==> src/rtl/b58_pkg.sv <==
// Shared constants and helpers of the Base58 encoder.
// Holds the radix, the alphabet lookup and common widths; no dependencies.
package b58_pkg;

  localparam int DIGIT_W = 6;
  localparam int DIGIT_SLOTS = 64;
  localparam int TOTAL_W = 7;
  localparam int CHAR_W = 7;

  localparam logic [6:0] RADIX = 7'd58;
  localparam logic [CHAR_W-1:0] ZERO_CHAR = 7'h31;

  localparam logic [0:57][7:0] ALPHABET =
    "123456789ABCDEFGHJKLMNPQRSTUVWXYZabcdefghijkmnopqrstuvwxyz";

  // Maps a digit value to its character; codes above 57 never occur.
  function automatic logic [CHAR_W-1:0] b58_char(input logic [DIGIT_W-1:0] d);
    logic [7:0] c;
    c = 8'h31;
    if (d < DIGIT_W'(58)) begin
      c = ALPHABET[d];
    end
    return c[CHAR_W-1:0];
  endfunction

endpackage

==> src/rtl/b58_byte_if.sv <==
// Input channel of the Base58 encoder: one byte of the number per word.
// Standalone interface; no dependencies.
interface b58_byte_if;
  logic       valid;
  logic       ready;
  logic [7:0] data_byte;
  logic       end_of_string;

  modport source(output valid, output data_byte, output end_of_string, input ready);
  modport sink(input valid, input data_byte, input end_of_string, output ready);
endinterface

==> src/rtl/b58_char_if.sv <==
// Output channel of the Base58 encoder: one text character per word.
// Standalone interface; no dependencies.
interface b58_char_if;
  logic       valid;
  logic       ready;
  logic [6:0] text_char;
  logic       final_char;
  logic       overflowed;

  modport source(output valid, output text_char, output final_char, output overflowed,
                 input ready);
  modport sink(input valid, input text_char, input final_char, input overflowed,
               output ready);
endinterface

==> src/rtl/b58_div_step.sv <==
// One long-division step: (rem * 256 + byte) divided by 58.
// Restoring division over the eight bits of the byte; uses b58_pkg.
module b58_div_step import b58_pkg::*; (
  input  logic [DIGIT_W-1:0] rem_in,
  input  logic [7:0]         byte_in,
  output logic [7:0]         quot,
  output logic [DIGIT_W-1:0] rem_out
);

  always_comb begin
    logic [6:0] r;
    r = {1'b0, rem_in};
    quot = '0;
    for (int i = 7; i >= 0; i--) begin
      r = {r[5:0], byte_in[i]};
      if (r >= RADIX) begin
        r = r - RADIX;
        quot[i] = 1'b1;
      end
    end
    rem_out = r[DIGIT_W-1:0];
  end

endmodule

==> src/rtl/base58_encoder_unit.sv <==
// Base58 encoder top level: byte store, division sequencer and text emitter.
// Depends on b58_pkg, b58_byte_if, b58_char_if and b58_div_step.
//
// Usage: bytes of a big-endian number arrive on the bytes channel, one per
// word, with end_of_string on the last. A byte arriving when MAX_BYTES are
// already held is dropped and the string is flagged as overflowed. After the
// last byte the block divides the stored number by 58 in place, one pass per
// digit; a pass walks the still-nonzero bytes, each in a memory read state
// followed by a divide step and write back state. The passes shorten as the
// high bytes run out. The text then leaves on the chars channel, each
// character through a read state and an output state: a '1' per leading
// zero byte, then the digits most significant first, at most MAX_CHARS
// characters, with the last one marked. Bytes are accepted only while no
// string is being encoded, but the last character may still wait in the
// output register while the next string loads. A stalled receiver simply
// holds the emitter. Reset clears the control state at once; the byte and
// digit memories need no clearing pass.
module base58_encoder_unit import b58_pkg::*; #(
  parameter int MAX_BYTES = 40,
  parameter int MAX_CHARS = 55
) (
  input  logic clk,
  input  logic rst,
  b58_byte_if.sink   bytes,
  b58_char_if.source chars
);

  localparam int CW = $clog2(MAX_BYTES + 1);
  localparam int AW = (MAX_BYTES > 1) ? $clog2(MAX_BYTES) : 1;

  typedef enum logic [2:0] {
    S_IDLE,
    S_DIV_RD,
    S_DIV_WR,
    S_EMIT_RD,
    S_EMIT_OUT
  } state_t;

  state_t state;

  logic [CW-1:0]      byte_count;
  logic [CW-1:0]      lz;
  logic               seen_nonzero;
  logic               overflow_flag;
  logic [AW-1:0]      idx;
  logic [DIGIT_W-1:0] rem;
  logic               pass_nz;
  logic [CW-1:0]      pass_first;
  logic [DIGIT_W-1:0] ndig;
  logic [TOTAL_W-1:0] k;

  logic               out_valid;
  logic [CHAR_W-1:0]  out_char;
  logic               out_final;
  logic               out_ovf;

  // Byte store and digit store.
  logic [7:0]         num_mem [MAX_BYTES];
  logic [7:0]         num_rdata;
  logic               num_we;
  logic [AW-1:0]      num_waddr;
  logic [7:0]         num_wdata;
  logic [DIGIT_W-1:0] dig_mem [DIGIT_SLOTS];
  logic [DIGIT_W-1:0] dig_rdata;
  logic               dig_we;
  logic [DIGIT_W-1:0] dig_raddr;

  // Input side.
  logic               in_acc;
  logic               can_store;
  logic [CW-1:0]      cnt_n;
  logic [CW-1:0]      lz_n;

  // Division side.
  logic [7:0]         quot;
  logic [DIGIT_W-1:0] rem_out;
  logic               pass_end;
  logic [CW-1:0]      next_first;

  // Emission side.
  logic [TOTAL_W-1:0] total;
  logic               trunc;
  logic [TOTAL_W-1:0] emit_n;
  logic               in_zero_run;
  logic               out_free;
  logic               is_final;
  logic               load_out;
  logic               load_final;

  b58_div_step u_div (
    .rem_in  (rem),
    .byte_in (num_rdata),
    .quot    (quot),
    .rem_out (rem_out)
  );

  assign bytes.ready = (state == S_IDLE);
  assign in_acc      = bytes.valid && (state == S_IDLE);
  assign can_store   = byte_count < CW'(MAX_BYTES);
  assign cnt_n       = can_store ? byte_count + CW'(1) : byte_count;
  assign lz_n        = (can_store && !seen_nonzero && bytes.data_byte == 8'd0)
                       ? lz + CW'(1) : lz;

  assign pass_end   = (CW'(idx) + CW'(1)) == byte_count;
  assign next_first = pass_nz ? pass_first : ((quot != 8'd0) ? CW'(idx) : byte_count);

  always_comb begin
    num_we    = 1'b0;
    num_waddr = idx;
    num_wdata = quot;
    if (in_acc && can_store) begin
      num_we    = 1'b1;
      num_waddr = byte_count[AW-1:0];
      num_wdata = bytes.data_byte;
    end else if (state == S_DIV_WR) begin
      num_we = 1'b1;
    end
  end

  assign dig_we = (state == S_DIV_WR) && pass_end;

  always_ff @(posedge clk) begin
    if (num_we) begin
      num_mem[num_waddr] <= num_wdata;
    end
    num_rdata <= num_mem[idx];
  end

  always_ff @(posedge clk) begin
    if (dig_we) begin
      dig_mem[ndig] <= rem_out;
    end
    dig_rdata <= dig_mem[dig_raddr];
  end

  assign total       = TOTAL_W'(lz) + TOTAL_W'(ndig);
  assign trunc       = total > TOTAL_W'(MAX_CHARS);
  assign emit_n      = trunc ? TOTAL_W'(MAX_CHARS) : total;
  assign in_zero_run = k < TOTAL_W'(lz);
  // Digits sit least significant first, so the text walks them downward.
  assign dig_raddr   = ndig - DIGIT_W'(1) - DIGIT_W'(k - TOTAL_W'(lz));
  assign out_free    = !out_valid || chars.ready;
  assign is_final    = (k + TOTAL_W'(1)) == emit_n;
  assign load_out    = (state == S_EMIT_OUT) && out_free;
  assign load_final  = load_out && is_final;

  always_ff @(posedge clk) begin
    if (rst) begin
      state         <= S_IDLE;
      byte_count    <= '0;
      lz            <= '0;
      seen_nonzero  <= 1'b0;
      overflow_flag <= 1'b0;
      idx           <= '0;
      rem           <= '0;
      pass_nz       <= 1'b0;
      pass_first    <= '0;
      ndig          <= '0;
      k             <= '0;
      out_valid     <= 1'b0;
    end else begin
      if (load_out) begin
        out_valid <= 1'b1;
      end else if (chars.ready) begin
        out_valid <= 1'b0;
      end
      case (state)
        S_IDLE: begin
          if (in_acc) begin
            byte_count    <= cnt_n;
            lz            <= lz_n;
            overflow_flag <= overflow_flag | !can_store;
            if (can_store && bytes.data_byte != 8'd0) begin
              seen_nonzero <= 1'b1;
            end
            if (bytes.end_of_string) begin
              ndig    <= '0;
              k       <= '0;
              rem     <= '0;
              pass_nz <= 1'b0;
              idx     <= lz_n[AW-1:0];
              // An all-zero string has no digits at all.
              state   <= (lz_n == cnt_n) ? S_EMIT_RD : S_DIV_RD;
            end
          end
        end
        S_DIV_RD: begin
          state <= S_DIV_WR;
        end
        S_DIV_WR: begin
          if (pass_end) begin
            ndig <= ndig + DIGIT_W'(1);
            rem  <= '0;
            pass_nz <= 1'b0;
            if (next_first == byte_count) begin
              state <= S_EMIT_RD;
            end else begin
              idx   <= next_first[AW-1:0];
              state <= S_DIV_RD;
            end
          end else begin
            idx <= idx + AW'(1);
            rem <= rem_out;
            if (!pass_nz && quot != 8'd0) begin
              pass_nz    <= 1'b1;
              pass_first <= CW'(idx);
            end
            state <= S_DIV_RD;
          end
        end
        S_EMIT_RD: begin
          state <= S_EMIT_OUT;
        end
        S_EMIT_OUT: begin
          if (out_free) begin
            out_char  <= in_zero_run ? ZERO_CHAR : b58_char(dig_rdata);
            out_final <= is_final;
            out_ovf   <= overflow_flag | trunc;
            if (is_final) begin
              byte_count    <= '0;
              lz            <= '0;
              seen_nonzero  <= 1'b0;
              overflow_flag <= 1'b0;
              state         <= S_IDLE;
            end else begin
              k     <= k + TOTAL_W'(1);
              state <= S_EMIT_RD;
            end
          end
        end
        default: begin
          state <= S_IDLE;
        end
      endcase
    end
  end

  assign chars.valid      = out_valid;
  assign chars.text_char  = out_char;
  assign chars.final_char = out_final;
  assign chars.overflowed = out_ovf;

  a_counts_in_range: assert property (@(posedge clk) disable iff (rst)
    (byte_count <= CW'(MAX_BYTES)) && (lz <= byte_count))
    else $error("byte or leading zero count out of range");

  a_div_index: assert property (@(posedge clk) disable iff (rst)
    (state == S_DIV_WR) |-> (CW'(idx) < byte_count))
    else $error("division index beyond stored bytes");

  a_read_then_write: assert property (@(posedge clk) disable iff (rst)
    (state == S_DIV_RD) |=> (state == S_DIV_WR))
    else $error("division read not followed by write back");

  a_final_clears: assert property (@(posedge clk) disable iff (rst)
    load_final |=> (state == S_IDLE) && (byte_count == '0) && out_valid && chars.final_char)
    else $error("string state not cleared after last character");

endmodule

==> src/flat_wrapper.sv <==
// flat-port wrapper written by rule: the top's interface ports become plain ports
module base58_encoder_unit_flat import b58_pkg::*;
#(
  parameter int MAX_BYTES = 40,
  parameter int MAX_CHARS = 55
)
  (clk, rst, bytes_valid, bytes_data_byte, bytes_end_of_string, bytes_ready, chars_valid, chars_text_char, chars_final_char, chars_overflowed, chars_ready);
  b58_byte_if bytes_i ();
  b58_char_if chars_i ();
  input  logic clk;
  input  logic rst;
  input wire logic [$bits(bytes_i.valid)-1:0] bytes_valid;
  input wire logic [$bits(bytes_i.data_byte)-1:0] bytes_data_byte;
  input wire logic [$bits(bytes_i.end_of_string)-1:0] bytes_end_of_string;
  output wire logic [$bits(bytes_i.ready)-1:0] bytes_ready;
  output wire logic [$bits(chars_i.valid)-1:0] chars_valid;
  output wire logic [$bits(chars_i.text_char)-1:0] chars_text_char;
  output wire logic [$bits(chars_i.final_char)-1:0] chars_final_char;
  output wire logic [$bits(chars_i.overflowed)-1:0] chars_overflowed;
  input wire logic [$bits(chars_i.ready)-1:0] chars_ready;
  assign bytes_i.valid = bytes_valid;
  assign bytes_i.data_byte = bytes_data_byte;
  assign bytes_i.end_of_string = bytes_end_of_string;
  assign bytes_ready = bytes_i.ready;
  assign chars_valid = chars_i.valid;
  assign chars_text_char = chars_i.text_char;
  assign chars_final_char = chars_i.final_char;
  assign chars_overflowed = chars_i.overflowed;
  assign chars_i.ready = chars_ready;
  base58_encoder_unit #(.MAX_BYTES(MAX_BYTES), .MAX_CHARS(MAX_CHARS)) u_core (.clk(clk), .rst(rst), .bytes(bytes_i), .chars(chars_i));
endmodule
==> config.mk <==
export PLATFORM = sky130hd
export DESIGN_NAME = base58_encoder_unit_flat
export DESIGN_NICKNAME = d
export VERILOG_FILES = /design/src/rtl/b58_pkg.sv /design/src/rtl/b58_byte_if.sv /design/src/rtl/b58_char_if.sv /design/src/rtl/b58_div_step.sv /design/src/rtl/base58_encoder_unit.sv /design/src/flat_wrapper.sv
export SDC_FILE = /design/constraint.sdc
export NUM_CORES = 1
export LEC_CHECK = 0
export ABC_CLOCK_PERIOD_IN_PS = 24600
export BUFFER_PORTS_ARGS = -buffer_cell sky130_fd_sc_hd__buf_4
export CORE_MARGIN = 3
export CORE_UTILIZATION = 44
export DETAILED_ROUTE_END_ITERATION = 8
export SLEW_MARGIN = 25
export SYNTH_ARGS = -nofsm -noshare
export SYNTH_HDL_FRONTEND = slang
export SYNTH_SLANG_ARGS = --single-unit
==> constraint.sdc <==
create_clock -name clk -period 24.6 [get_ports clk]
set_input_delay 2.46 -clock clk [delete_from_list [all_inputs] [get_ports clk]]
set_output_delay 2.46 -clock clk [all_outputs]
set_load 0.05 [all_outputs]
* Yosys cells after proc, flatten, opt, wreduce, memory -nomap -nowiden
Memories as Yosys holds them, arrays and structs flattened. A register that Yosys moved wholly into a read port is not among the register bits.
Index checks and enable logic that the tools add are counted.
** Storage, ports and cells
- Flip-flop bits (word level) :: 52
- Memory bits (writable) :: 704
- ROM bits :: 512
- Input bits :: 13
- Output and inout bits :: 11
- Word-level logic and storage cells :: 173
- Memories kept :: 3
** Operators by class
- $add $sub $neg :: 17
- Order comparisons :: 12
- Equality and inequality tests :: 17
- Multiplexer cells :: 73
- Bitwise logic cells :: 6
- Reduce and logical (&&, ||, !) cells :: 31
** Memory list
- (no name shown) :: words 64, bits a word 8, read ports 1, clocked after Yosys merged registers in 1, write ports 0, RTL line b58_pkg.sv:21 : c = ALPHABET[d];
- u_core.dig_mem :: words 64, bits a word 6, read ports 1, clocked after Yosys merged registers in 1, write ports 1, RTL line base58_encoder_unit.sv:63 : logic [DIGIT_W-1:0] dig_mem [DIGIT_SLOTS];
- u_core.num_mem :: words 40, bits a word 8, read ports 1, clocked after Yosys merged registers in 1, write ports 1, RTL line base58_encoder_unit.sv:58 : logic [7:0] num_mem [MAX_BYTES];
** Operators by type and width (number)
- $mux 6 :: 25
- $pmux 6 s2 :: 5
- $ge 7x6->1 const B :: 8
- $sub 6x6->6 const B :: 8
- $mux 7 :: 5
- $mux 1 :: 25
- $add 6x1->6 const B :: 4
- $eq 6x6->1 :: 3
- $reduce_and 4->1 :: 4
- $reduce_bool 8->1 :: 2
- $pmux 3 s5 :: 1
- $pmux 7 s2 :: 1
- $lt 6x6->1 const B :: 2
- $reduce_and 3->1 :: 4
- $sub 6x6->6 :: 2
- $ne 2x1->1 const B :: 5
- $reduce_and 5->1 :: 2
- $mux 3 :: 3
- $logic_and 1x1->1 :: 8
- $logic_not 8->1 :: 1
- $mux 2 :: 4
- $mux 8 :: 1
- $add 6x6->7 :: 1
- $add 7x1->7 const B :: 1
- other kinds (19) :: 31

* Longest topological paths before layout
- Depth in word-level cells :: 23
- Mapped depth :: 41
- Mapped depth without buffers :: 38

* Hierarchy
Synthesis repeated with hierarchy kept, for this count alone.
** Second synthesis, totals
- Cells, all modules :: 2112
- Area, all modules :: 34768.3 um^2
** Modules (own cells, without submodules)
- base58_encoder_unit :: instances 1, cells an instance 1815, area an instance 32590.0 um^2, sequential area each 22691.8 um^2
- b58_div_step :: instances 1, cells an instance 297, area an instance 2178.3 um^2, sequential area each 0.0 um^2

* Worst setup path after synthesis
Ideal clock, no wire load.
- Path kind :: register to register
- Start :: register u_core.rem[0]
- End :: memory u_core.dig_mem[0][3] (data pin)
- Setup time :: 567 ps
- Arrival time :: 10445 ps
- Data required time :: 24033 ps
- Slack :: 13588 ps
- Cell stages (with the launch flop) :: 38
- Path buffers :: 3
- Clock period less this slack :: 11012 ps
- Path through :: dfxtp_1 buf_2 inv_1 ha_1 buf_4 and4b_1 nor2_1 o22a_1 ha_1 clkbuf_1 o21ai_0 a221oi_1 o31a_1 xnor2_1 ha_1 a21oi_1 a221o_2 a221oi_4 [... 2 more ...] ha_1 nor4_1 nor3_1 o21a_1 or4_4 a211o_1 o21a_2 a31oi_2 xnor2_1 ha_1 a211oi_1 a21oi_1 xnor2_1 ha_1 nor4b_1 nor2_1 nor2_1 xnor2_1
** Between the ends
- Cells in the longest elaborated chain, start to end :: 16
- Elaborated cells on any way between the ends :: 24
- Those cells by class :: 8 x add/sub; 8 x order compare; 8 x mux
** Ends and longest elaborated chain
- start: declaration :: RTL line base58_encoder_unit.sv:46 : logic [DIGIT_W-1:0] rem;
- start signal: assignment :: RTL line base58_encoder_unit.sv:203 : rem <= rem_out;
- $sub 6x6->6 or $ge 7x6->1 (tied branches) :: RTL line b58_div_step.sv:17, b58_div_step.sv:16
- $mux 6 * :: RTL line b58_div_step.sv:16 : if (r >= RADIX) begin
- $sub 6x6->6 or $ge 7x6->1 (tied branches) :: RTL line b58_div_step.sv:17, b58_div_step.sv:16
- $mux 6 * :: RTL line b58_div_step.sv:16
- $sub 6x6->6 or $ge 7x6->1 (tied branches) :: RTL line b58_div_step.sv:17, b58_div_step.sv:16
- $mux 6 * :: RTL line b58_div_step.sv:16
- $sub 6x6->6 or $ge 7x6->1 (tied branches) :: RTL line b58_div_step.sv:17, b58_div_step.sv:16
- $mux 6 * :: RTL line b58_div_step.sv:16
- $sub 6x6->6 or $ge 7x6->1 (tied branches) :: RTL line b58_div_step.sv:17, b58_div_step.sv:16
- $mux 6 * :: RTL line b58_div_step.sv:16
- $ge 7x6->1 or $sub 6x6->6 (tied branches) :: RTL line b58_div_step.sv:16, b58_div_step.sv:17
- $mux 6 * :: RTL line b58_div_step.sv:16
- $sub 6x6->6 or $ge 7x6->1 (tied branches) :: RTL line b58_div_step.sv:17, b58_div_step.sv:16
- $mux 6 * :: RTL line b58_div_step.sv:16
- $sub 6x6->6 or $ge 7x6->1 (tied branches) :: RTL line b58_div_step.sv:17, b58_div_step.sv:16
- $mux 6 * :: RTL line b58_div_step.sv:16
- net u_core.rem_out[3] :: RTL line base58_encoder_unit.sv:76 : logic [DIGIT_W-1:0] rem_out;
- end: declaration :: RTL line base58_encoder_unit.sv:63
Mark *: on every way through the listed nets, which the timed path passes. The rest lies on a longest branch.

* Final worst setup path
- Start :: register u_core.rem[0]
- End :: memory u_core.dig_mem[8][1] (data pin)
** Between the ends
- Cells in the longest elaborated chain, start to end :: 16
- Elaborated cells on any way between the ends :: 24
- Those cells by class :: 8 x add/sub; 8 x order compare; 8 x mux
** Ends and longest elaborated chain (RTL line)
- $sub 6x6->6 or $ge 7x6->1 (tied branches) :: b58_div_step.sv:17, b58_div_step.sv:16
- $mux 6 * :: b58_div_step.sv:16
- $sub 6x6->6 or $ge 7x6->1 (tied branches) :: b58_div_step.sv:17, b58_div_step.sv:16
- $mux 6 * :: b58_div_step.sv:16
- $sub 6x6->6 or $ge 7x6->1 (tied branches) :: b58_div_step.sv:17, b58_div_step.sv:16
- $mux 6 * :: b58_div_step.sv:16
- $sub 6x6->6 or $ge 7x6->1 (tied branches) :: b58_div_step.sv:17, b58_div_step.sv:16
- $mux 6 * :: b58_div_step.sv:16
- $sub 6x6->6 or $ge 7x6->1 (tied branches) :: b58_div_step.sv:17, b58_div_step.sv:16
- $mux 6 * :: b58_div_step.sv:16
- $ge 7x6->1 or $sub 6x6->6 (tied branches) :: b58_div_step.sv:16, b58_div_step.sv:17
- $mux 6 * :: b58_div_step.sv:16
- $ge 7x6->1 or $sub 6x6->6 (tied branches) :: b58_div_step.sv:16, b58_div_step.sv:17
- $mux 6 * :: b58_div_step.sv:16
- $sub 6x6->6 or $ge 7x6->1 (tied branches) :: b58_div_step.sv:17, b58_div_step.sv:16
- $mux 6 * :: b58_div_step.sv:16
- net u_core.rem_out[1] :: base58_encoder_unit.sv:76
Marked as above.

==> results.yml <==
status:
  status: "complete, no violations"
yosys:
  avgSynthCellArea_um2: 16.5
  syn_area_um2: 34100
  syn_nets: 2120
  synth_seq_cells: 777
  synth_cell_type_count: 93
  synth-seq-area-share_pct: 66.6
  yosysWarningCount: 0
  async_flop_share_pct: 0
  synth_ff_type: "edfxtp_1"
  synthCells: 2065
  synth_edf_count: 713
grt:
  grt_max_degree: 68
  track_usage_pct: 18.8
  grt.overflow.total: 0
  grt_first_pass_wirelength_um: 116000
  grt_pass1_vias: 18500
  antenna_found_initial: 0
sta:
  clock.fmax_mhz: 82.3
  fin_setup_tns_ns: 0
  fin_crit_sh_pct: 49.4
  rsz0062_at_grt: "false"
  period_needed_ns: 12.15
  slew_headroom_pct: 29.7
  worst_pin_slew_ns: 1.05
  skew_ns: 0.0320
  setup_viol: 0
  slew_violations: 0
  final-hold-violation-count: 0
cts:
  cts_buffers: 80
  clockBufferDepth: 3
  cts_root_buf: "clkbuf_16"
  clkTransAtPathRegs_ns: 0.06
  cts.sinks: 777
  ctsResizeCount: 0
  tritoncts: "built"
  cts_max_level: 3
  clk_latency_ns: 0.62
  ctsHoldBuffers: 0
  postCtsSetupRepairBufs: 0
worst_setup_path:
  crit_arrival_ns: 12.22
  crit_buf_inv: 3
  critPathCaptureType: "flop"
  required_ns: 24.68
  slowest_stage: "clkinv_2"
  crit_fanout: 64
  cp_top_family: "compound AO/OA/AOI/OAI gates"
  cp_slowest_stage_delay_ns: 0.70
  path_class: "flop to flop"
  worstSetupStartpointType: "flop"
  cp_common_cell: "ha_1"
  startpoint: "u_core.rem[0]$_SDFFE_PP0P_"
  r2r_start: "u_core.rem[0]$_SDFFE_PP0P_"
floorplan:
  rows: 101
  die_w_um: 284
  die_h_um: 284
  die_area_um2: 80800
  ioPinCount: 24
  initial_core_util_pct: 44.6
  core_area_um2: 76300
cells_and_area:
  final_common_cell: "edfxtp_1"
  layout_common_cells: "edfxtp_1 (713), mux4_2 (216), nor2_1 (210)"
  fin_nets: 2143
  n_antenna_cell: 0
  drive_gt1_share_pct: 20.6
  area_growth_pct: 12.3
worst_hold_path:
  hold_class: "flop to flop"
  min-delay-start: "u_core.overflow_flag$_SDFFE_PP0P_"
detailed_routing:
  routed_wirelength_um: 75400
  vias: 18400
  drt_iter0_markers: 1556
  dr.pass1.iters: 6
  wl_per_cell_um: 23.7
  ant_nets: 0
  drcViolationCount: 0
  routed_via_density: 5.78
power_and_ir_drop:
  ir_drop_mv: 0.290
  power_leakage_nw: 12.2
  p_total_mw: 4.93
  p_per_area_nw_per_um2: 129
placement:
  hpwlAfterDp_um: 48000
  numPortBuffers: 23
  gp_congestion: 0.814
job:
  cap_violations: 0
-- sequential cells by signal, indices dropped and copies added, names as in the netlist, 3 cells and up --
name                    count
u_core.lz                   6
u_core.idx                  6
u_core.num_mem            320
u_core.num_rdata            8
u_core.rem                  6
u_core.k                    7
u_core.byte_count           6
u_core.pass_first           6
u_core.ndig                 6
u_core.dig_rdata            6
u_core.chars.text_char      7
u_core.state                3
u_core.dig_mem            384
-- final timing paths --
| check | depth (start not counted) | endpoint | slack, ns |
|---|---|---|---|
| worst min-delay path | 2 | u_core.overflow_flag$_SDFFE_PP0P_ | 0.47 |
| worst max register to register | 36 | u_core.dig_mem[8][1]$_DFFE_PP_ | 12.45 |
| worst max-delay path | 36 | u_core.dig_mem[8][1]$_DFFE_PP_ | 12.45 |
| worst min register to register | 2 | u_core.overflow_flag$_SDFFE_PP0P_ | 0.47 |
-- synthesized netlist by cell type (4+ instances only) --
master    count  area [um2]
o21a_1        6        45.0
o31ai_1       4        30.0
a22oi_1       4        30.0
nand3b_1      8        60.1
mux4_2      216        4860
dfxtp_1      64        1280
a311oi_1      5        43.8
a211oi_1     23         173
clkbuf_1     75         282
a21o_1       11        82.6
inv_1        49         184
o21bai_1      4        30.0
o31a_1        5        43.8
and3_1        6        37.5
nand2b_1     17         106
or3_1        14        87.6
xor2_1       21         184
fa_1          7         140
xnor2_1      60         526
mux2_2       14         158
nor3_1       22         110
mux2i_1      40         400
buf_1        20        75.1
nand4_1      10        62.6
ha_1         35         438
or2_2         7        43.8
nor4_1       12        75.1
nand3_1      37         185
buf_2         8        40.0
nor2_1      210         788
o21ai_1       6        30.0
o22ai_1       7        43.8
and2_1       10        62.6
a31oi_1      12        75.1
edfxtp_1    713       21400
a21oi_1      81         405
nor2b_1      18         113
nand2_1      74         278
o21ai_0      46         230
-- logic make-up after synthesis --
group,count (synthesis),synth area share (%)
flops,777,66.6
simple gates,470,6.55
mux,270,15.9
compound gates,269,5.37
buf+inv,156,1.77
xor+xnor,81,2.08
fa+ha+maj,42,1.70
-- per-stage QoR --
step | utilization (%) | hold WS (ns) | setup slack, ns | std cells | cell area (um2)
detailed placement | 46.5 | 0.457 | 12.82 | 3032 | 35500
global placement | 46.4 | 0.453 | 13.37 | 3029 | 35400
global route | 50.1 | 0.518 | 11.68 | 3182 | 38300
CTS | 50.0 | 0.474 | 12.83 | 3178 | 38100
finish | 50.1 | 0.471 | 12.45 | 3182 | 38300
floorplan | - | 0.429 | 13.59 | 2065 | 34100
-- where the power goes --
part | total, mW | internal, mW | leakage, nW | switching (mW)
combinational | 1.37 | 0.279 | 3.92 | 1.09
clock | 1.23 | 0.729 | 1.29 | 0.497
sequential | 2.33 | 2.30 | 6.95 | 0.0296
-- worst reg2reg max path, delay by kind of cell, from the launching register on --
family                   cells  cell delay (ns)
AO/OA/AOI/OAI               14             4.60
XOR/XNOR                     5             1.29
adder cells (fa/ha/maj)      7             2.27
buffers and inverters        3             0.97
flip-flops                   1             0.45
AND/OR/NAND/NOR              7             1.98
-- area by class of cell --
class | count | area [um2]
multi-input combinational | 1132 | 10900
clock buffer | 107 | 2170
clock inverter | 39 | 489
fill | 6375 | 38100
timing repair buffer | 47 | 493
tap | 1030 | 1290
inverter | 50 | 190
sequential | 777 | 22700
-- layer usage --
layer	vias up	share of wire, %	global-route usage (%)
li1	8236	-	-
met1	9510	44	26.4
met2	502	49	30.7
met3	134	4.6	2.34
met4	0	3.1	6.04
met5	-	0	0
(Power assumes the default switching activity.)
